===== src/rtl/core/lruebds_pkg.sv =====
// Package with shared types, sizes and codes for the LRU eviction list.
`default_nettype none
package lruebds_pkg;

    localparam int ENTRIES = 64;
    localparam int IDW     = 6;
    localparam int SEQW    = 32;
    localparam int IW      = $clog2(ENTRIES);
    localparam int CW      = $clog2(ENTRIES + 1);

    typedef enum logic [1:0] {
        ACT_INSERT = 2'd0,
        ACT_REMOVE = 2'd1,
        ACT_TOUCH  = 2'd2,
        ACT_EVICT  = 2'd3
    } t_action;

    typedef enum logic [1:0] {
        ST_DONE = 2'd0,
        ST_NOOP = 2'd1,
        ST_NONE = 2'd2
    } t_status;

    // Contents of one position in the recency order.
    typedef struct packed {
        logic            vld;
        logic [IDW-1:0]  id;
        logic [SEQW-1:0] seq;
        logic            dirty;
    } t_cell;

    // Per-cell control from the sequencer.
    typedef struct packed {
        logic shift_en;
        logic load;
        logic update;
    } t_cell_ctl;

endpackage
`default_nettype wire


===== src/rtl/core/lruebds_cell.sv =====
// One position of the recency chain: holds an entry and shifts toward the old end.
`default_nettype none
module lruebds_cell
    import lruebds_pkg::*;
(
    input  wire logic           i_clk,
    input  wire logic           i_rst_n,
    input  wire t_cell_ctl      i_ctl,
    input  wire t_cell          i_up,
    input  wire t_cell          i_new,
    input  wire logic [IDW-1:0] i_key,
    input  wire logic           i_kill,
    input  wire logic           i_seen,
    output logic                o_seen,
    output logic                o_hit,
    output t_cell               o_q
);

    t_cell r_q;
    t_cell n_q;

    // The removal point and every position above it take the upper neighbor.
    assign o_seen = i_seen | i_kill;
    assign o_hit  = r_q.vld && (r_q.id == i_key);
    assign o_q    = r_q;

    always_comb begin
        n_q = r_q;
        if (i_ctl.load) begin
            n_q = i_new;
        end else if (i_ctl.shift_en && o_seen) begin
            n_q = i_up;
        end else if (i_ctl.update) begin
            n_q.seq   = i_new.seq;
            n_q.dirty = i_new.dirty;
        end
    end

    always_ff @(posedge i_clk) begin
        r_q <= n_q;
        if (!i_rst_n) begin
            r_q.vld <= 1'b0;
        end
    end

endmodule
`default_nettype wire


===== src/rtl/core/lru_evict_busy_dirty_skip.sv =====
// Top level of the LRU replacement list with dirty and busy skipping on eviction.
//
//  Channel  | Ports                                        | Handshake
//  ---------+----------------------------------------------+------------------------------
//  command  | i_action i_entry_id i_can_evict i_is_dirty   | word taken when start && !busy
//           | i_last_used_seq i_completed_seq              |
//  result   | o_status o_victim_id o_victim_valid          | o_done high for one cycle
//
// Insert, remove and touch complete in the cycle they are accepted and their result
// word is registered and appears in the next cycle; busy stays low, so such commands
// can be issued back to back. Evict walks the chain one position per cycle from the
// least-recent end and keeps busy high while it looks at each position, including
// the step that finds the scan has run off the end of the list. The result word is
// shown in the first cycle that busy is low again. Reset is synchronous and active
// low and empties the chain. The receiver cannot stall: each result word is shown
// exactly once.
//
// The recency order is kept as a row of cells, position 0 being the least recent.
// Listed entries are packed at the low positions, so the list length tells where
// the next entry goes. Unlinking an entry shifts every cell above it down by one.
`default_nettype none
module lru_evict_busy_dirty_skip
    import lruebds_pkg::*;
(
    input  wire logic            i_clk,
    input  wire logic            i_rst_n,
    input  wire logic            start,
    output logic                 busy,
    input  wire logic [1:0]      i_action,
    input  wire logic [IDW-1:0]  i_entry_id,
    input  wire logic            i_can_evict,
    input  wire logic            i_is_dirty,
    input  wire logic [SEQW-1:0] i_last_used_seq,
    input  wire logic [SEQW-1:0] i_completed_seq,
    output logic                 o_done,
    output logic [1:0]           o_status,
    output logic [IDW-1:0]       o_victim_id,
    output logic                 o_victim_valid
);

    typedef enum logic {S_IDLE, S_SCAN} t_state;

    t_state          r_state;
    logic [CW-1:0]   r_count;
    logic [CW-1:0]   r_idx;
    logic [SEQW-1:0] r_completed;
    logic            r_done;
    logic [1:0]      r_status;
    logic [IDW-1:0]  r_victim;
    logic            r_vvalid;

    t_cell           cq   [ENTRIES];
    t_cell_ctl       ctl  [ENTRIES];
    logic            seen [ENTRIES+1];
    logic [ENTRIES-1:0] hit;
    logic [ENTRIES-1:0] kill;
    t_cell           new_cell;

    logic            acc;
    logic            in_range;
    logic            resident;
    logic            do_ins_new;
    logic            do_update;
    logic            do_remove;
    logic            do_touch;
    logic            scan_end;
    logic            scan_pass;
    logic            cur_busy;
    logic [SEQW-1:0] diff;
    t_cell           cur;

    assign busy     = (r_state == S_SCAN);
    assign acc      = start && !busy;
    assign in_range = (32'(i_entry_id) < 32'(ENTRIES));
    assign resident = |hit;

    assign new_cell = '{vld: 1'b1, id: i_entry_id, seq: i_last_used_seq, dirty: i_is_dirty};

    // Command decode for insert, remove and touch.
    always_comb begin
        do_ins_new = 1'b0;
        do_update  = 1'b0;
        do_remove  = 1'b0;
        do_touch   = 1'b0;
        if (acc && in_range) begin
            unique case (t_action'(i_action))
                ACT_INSERT: begin
                    do_ins_new = i_can_evict && !resident
                                 && (32'(r_count) < 32'(ENTRIES));
                    do_update  = i_can_evict && resident;
                end
                ACT_REMOVE: do_remove = resident;
                ACT_TOUCH:  do_touch  = resident;
                ACT_EVICT:  ;
                default:    ;
            endcase
        end
    end

    // Scan step: look at the cell under the scan index.
    assign scan_end  = busy && (r_idx >= r_count);
    assign cur       = cq[r_idx[IW-1:0]];
    assign diff      = r_completed - cur.seq;
    assign cur_busy  = diff[SEQW-1] && (cur.seq != '0);
    assign scan_pass = busy && !scan_end && !cur.dirty && !cur_busy;

    assign seen[0] = 1'b0;

    for (genvar g = 0; g < ENTRIES; g++) begin : g_cell
        assign kill[g] = ((do_remove || do_touch) && hit[g])
                         || (scan_pass && (r_idx[IW-1:0] == IW'(g)));
        assign ctl[g].shift_en = do_remove || do_touch || scan_pass;
        assign ctl[g].load     = (do_ins_new && (r_count == CW'(g)))
                                 || (do_touch && (r_count == CW'(g + 1)));
        assign ctl[g].update   = do_update && hit[g];

        lruebds_cell u_cell (
            .i_clk   (i_clk),
            .i_rst_n (i_rst_n),
            .i_ctl   (ctl[g]),
            .i_up    ((g == ENTRIES - 1) ? t_cell'('0) : cq[(g + 1) % ENTRIES]),
            .i_new   (new_cell),
            .i_key   (i_entry_id),
            .i_kill  (kill[g]),
            .i_seen  (seen[g]),
            .o_seen  (seen[g+1]),
            .o_hit   (hit[g]),
            .o_q     (cq[g])
        );
    end

    always_ff @(posedge i_clk) begin
        r_done <= 1'b0;
        unique case (r_state)
            S_IDLE: begin
                if (acc) begin
                    if (t_action'(i_action) == ACT_EVICT) begin
                        r_state     <= S_SCAN;
                        r_idx       <= '0;
                        r_completed <= i_completed_seq;
                    end else begin
                        r_done   <= 1'b1;
                        r_victim <= '0;
                        r_vvalid <= 1'b0;
                        r_status <= (do_ins_new || do_update || do_remove || do_touch)
                                    ? ST_DONE : ST_NOOP;
                        if (do_ins_new) begin
                            r_count <= r_count + 1'b1;
                        end else if (do_remove) begin
                            r_count <= r_count - 1'b1;
                        end
                    end
                end
            end
            S_SCAN: begin
                if (scan_end) begin
                    r_state  <= S_IDLE;
                    r_done   <= 1'b1;
                    r_status <= ST_NONE;
                    r_victim <= '0;
                    r_vvalid <= 1'b0;
                end else if (scan_pass) begin
                    r_state  <= S_IDLE;
                    r_done   <= 1'b1;
                    r_status <= ST_DONE;
                    r_victim <= cur.id;
                    r_vvalid <= 1'b1;
                    r_count  <= r_count - 1'b1;
                end else begin
                    r_idx <= r_idx + 1'b1;
                end
            end
            default: r_state <= S_IDLE;
        endcase
        if (!i_rst_n) begin
            r_state <= S_IDLE;
            r_count <= '0;
            r_done  <= 1'b0;
        end
    end

    assign o_done         = r_done;
    assign o_status       = r_status;
    assign o_victim_id    = r_victim;
    assign o_victim_valid = r_vvalid;

endmodule
`default_nettype wire


===== config.mk =====
export PLATFORM = sky130hd
export DESIGN_NAME = lru_evict_busy_dirty_skip
export DESIGN_NICKNAME = d
export VERILOG_FILES = /design/src/rtl/core/lruebds_pkg.sv /design/src/rtl/core/lruebds_cell.sv /design/src/rtl/core/lru_evict_busy_dirty_skip.sv
export SDC_FILE = /design/constraint.sdc
export NUM_CORES = 2
export LEC_CHECK = 0
export ABC_CLOCK_PERIOD_IN_PS = 47400
export BUFFER_PORTS_ARGS = -buffer_cell sky130_fd_sc_hd__buf_4
export CAP_MARGIN = 20
export CORE_ASPECT_RATIO = 0.6
export CORE_MARGIN = 2
export CORE_UTILIZATION = 55
export DETAILED_ROUTE_END_ITERATION = 16
export PLACE_DENSITY_LB_ADDON = 0.12
export SETUP_SLACK_MARGIN = 0.05
export SLEW_MARGIN = 20
export SYNTH_ARGS = -nofsm -noshare
export SYNTH_HDL_FRONTEND = slang
export SYNTH_HIERARCHICAL = 1
export SYNTH_SLANG_ARGS = --single-unit

===== constraint.sdc =====
create_clock -name i_clk -period 47.4 [get_ports i_clk]
set_input_delay 2.37 -clock i_clk [delete_from_list [all_inputs] [get_ports i_clk]]
set_output_delay 2.37 -clock i_clk [all_outputs]
set_load 0.05 [all_outputs]

==> results.sh <==
export IMPL_status="complete, no violations"
export IMPL_die_x_microns=671
export IMPL_power_uw=5080
export IMPL_cp_required_ns=47.85
export IMPL_coreArea_sq_um=265000
export IMPL_post_cts_buffers=0
export IMPL_critPathKind="register to register"
export IMPL_timing_rr_end="g_cell[63].u_cell/o_q[20]"
export IMPL_timing_rr_start="r_idx[0]"
export IMPL_wire_per_inst_microns=41.2
export IMPL_hold_path_class="register to register"
export IMPL_fin_crit_sh=0.638
export IMPL_drive_above_1_share=0.476
export IMPL_yosysWarnings=6
export IMPL_post_route_min_period_ns=30.26
export IMPL_p_per_area_nw_per_um2=31.8
export IMPL_grt_max_degree=121
export IMPL_die_y_microns=404
export IMPL_endpoint_kind="register"
export IMPL_pin_count=88
export IMPL_slew_violations=0
export IMPL_startpoint_type="register"
export IMPL_drc=0
export IMPL_cp_slowest_stage_delay_ns=0.81
export IMPL_first_global_vias=82700
export IMPL_ctsResizeCount=0
export IMPL_clock_sinks=2617
export IMPL_setup_tns_ns=0
export IMPL_slew_headroom=0.103
export IMPL_nFillCells=19600
export IMPL_via_per_inst=7.03
export IMPL_vias=87200
export IMPL_worst_ir_drop_vdd_mv=0.0293
export IMPL_crit_arrival_ns=30.71
export IMPL_hold_viol_final=0
export IMPL_cts_htree_levels=5
export IMPL_cts_tree="yes"
export IMPL_max_freq_ghz=0.0330
export IMPL_rsz0062_at_grt="no"
export IMPL_skew_ns=0.0556
export IMPL_netlist_instances=8330
export IMPL_antenna_left=0
export IMPL_crit_top_cell="or2_2"
export IMPL_path_clk_slew_ns=0.06
export IMPL_whs_ns=0.544
export IMPL_slowest_stage="or3_2"
export IMPL_start_util=0.555
export IMPL_avgSynthCellArea_sq_um=17.6
export IMPL_grt_usage=0.370
export IMPL_multi_input_area_sq_um=65900
export IMPL_drv_cap=0
export IMPL_row_count=146
export IMPL_placed_cell_area_sq_um=151000
export IMPL_netlist_area_sq_um=147000
export IMPL_cts_root_buf="clkbuf_16"
export IMPL_die_area_sq_um=272000
export IMPL_drt_initial_drc_count=13700
export IMPL_cts_buffers_inserted=270
export IMPL_max_clock_path_buffers=4
export IMPL_area_delta_synth_final_pct=8.62
export IMPL_nets=8722
export IMPL_reg2regPathDepth=84
export IMPL_cp_endpoint="g_cell[63].u_cell/o_q[20]"
export IMPL_power_leakage_uw=0.0547
export IMPL_clock_latency_ns=0.87
export IMPL_reg2reg_slack_ns=17.14
export IMPL_cp_startpoint="r_idx[0]"
export IMPL_cts_hold_buffers=0
export IMPL_io_buffers=87
export IMPL_place_gp_congestion=0.991
export IMPL_place_worst_setup_slack_ns=17.61
export IMPL_crit_fanout=78
export IMPL_design_area_sq_um=160000
export IMPL_grt_overflow_total=0
export IMPL_fin_ws_ns=17.14
export IMPL_routed_wirelength_microns=511000
export IMPL_drt_pre_antenna_iters=8
export IMPL_dp_hpwl_microns=332000
export IMPL_antenna_found_initial=49
export IMPL_worst_pin_slew_ns=1.33
export IMPL_setup_violations=0
export IMPL_grt_first_pass_wirelength_microns=697000
export IMPL_final_seq_area_sq_um=77900
## layer usage
layer  wire length [microns]  up-vias  track usage  part of all wire
met4                   11700       24       0.0776             0.023
met1                  216000    46100        0.548              0.42
met2                  192000     5992        0.462              0.38
met5                    1150        -       0.0247            0.0022
met3                   90300      622        0.211              0.18
li1                        -    34500            -                 -
## worst min-delay path by stage
stage | from | cells past startpoint | to
2_1_floorplan | r_count[1] | 2 | r_count[1]
3_3_place_gp | r_count[1] | 2 | r_count[1]
3_5_place_dp | r_count[1] | 2 | r_count[1]
4_1_cts | r_count[1] | 2 | r_count[1]
5_1_grt | g_cell[10].u_cell/o_q[12] | 1 | g_cell[9].u_cell/o_q[12]
6_report | r_count[1] | 2 | r_count[1]
## cell usage in the layout, fill, tap and decap left out, types with 66 or more instances in the layout
cell / count
clkbuf_1: 71
nor4_1: 90
mux2_2: 576
a21oi_1: 178
o21a_1: 67
nand4_1: 80
or2_2: 66
edfxtp_1: 2544
xor2_1: 196
and2_1: 82
a22oi_1: 212
nor2_4: 66
conb_1: 107
xnor2_1: 196
o31ai_1: 66
dfxtp_1: 73
mux2_4: 1920
mux4_2: 648
mux2i_1: 109
clkbuf_16: 279
buf_4: 388
## state kept, by name (all words and copies together), names as in the netlist
signal	count
r_idx	7
o_done	1
o_victim_valid	1
g_cell.u_cell/o_q	2560
o_victim_id	6
r_completed	32
r_count	7
busy	1
o_status	2
## per-stage QoR
stage / instances / utilization
6_report: 12400 / 0.603
5_1_grt: 12400 / 0.603
4_1_cts: 12300 / 0.602
3_5_place_dp: 11900 / 0.571
3_3_place_gp: 11900 / 0.571
2_1_floorplan: 8435 / -
## area by class of cell
class	instances	share of cell area
clock buffers	354	0.0457
well taps	3552	0.0278
inverters	21	0.000501
clock inverters	107	0.00464
diodes	64	0.00100
multi-input cells	5281	0.413
flip-flops and latches	2617	0.488
repair buffers	408	0.0199
## power breakdown
part | leakage, uW | switching [uW] | internal [uW]
clock network | 0.00394 | 929 | 1130
logic | 0.0272 | 244 | 212
registers | 0.0235 | 12.9 | 2550
total | 0.0547 | 1190 | 3900
## critical path, delay by kind of cell (launching register included)
| kind | cells | cell delay (ns) |
|---|---|---|
| xor gates and xnor gates | 1 | 0.53 |
| AOI/OAI and AO/OA | 10 | 2.07 |
| DFF | 1 | 0.40 |
| buffers and inverters | 5 | 2.72 |
| muxes | 1 | 0.61 |
| and+or+nand+nor | 66 | 22.74 |
| adders and majority gates | 1 | 0.38 |
Note: power is estimated with default switching activity, not from simulation.
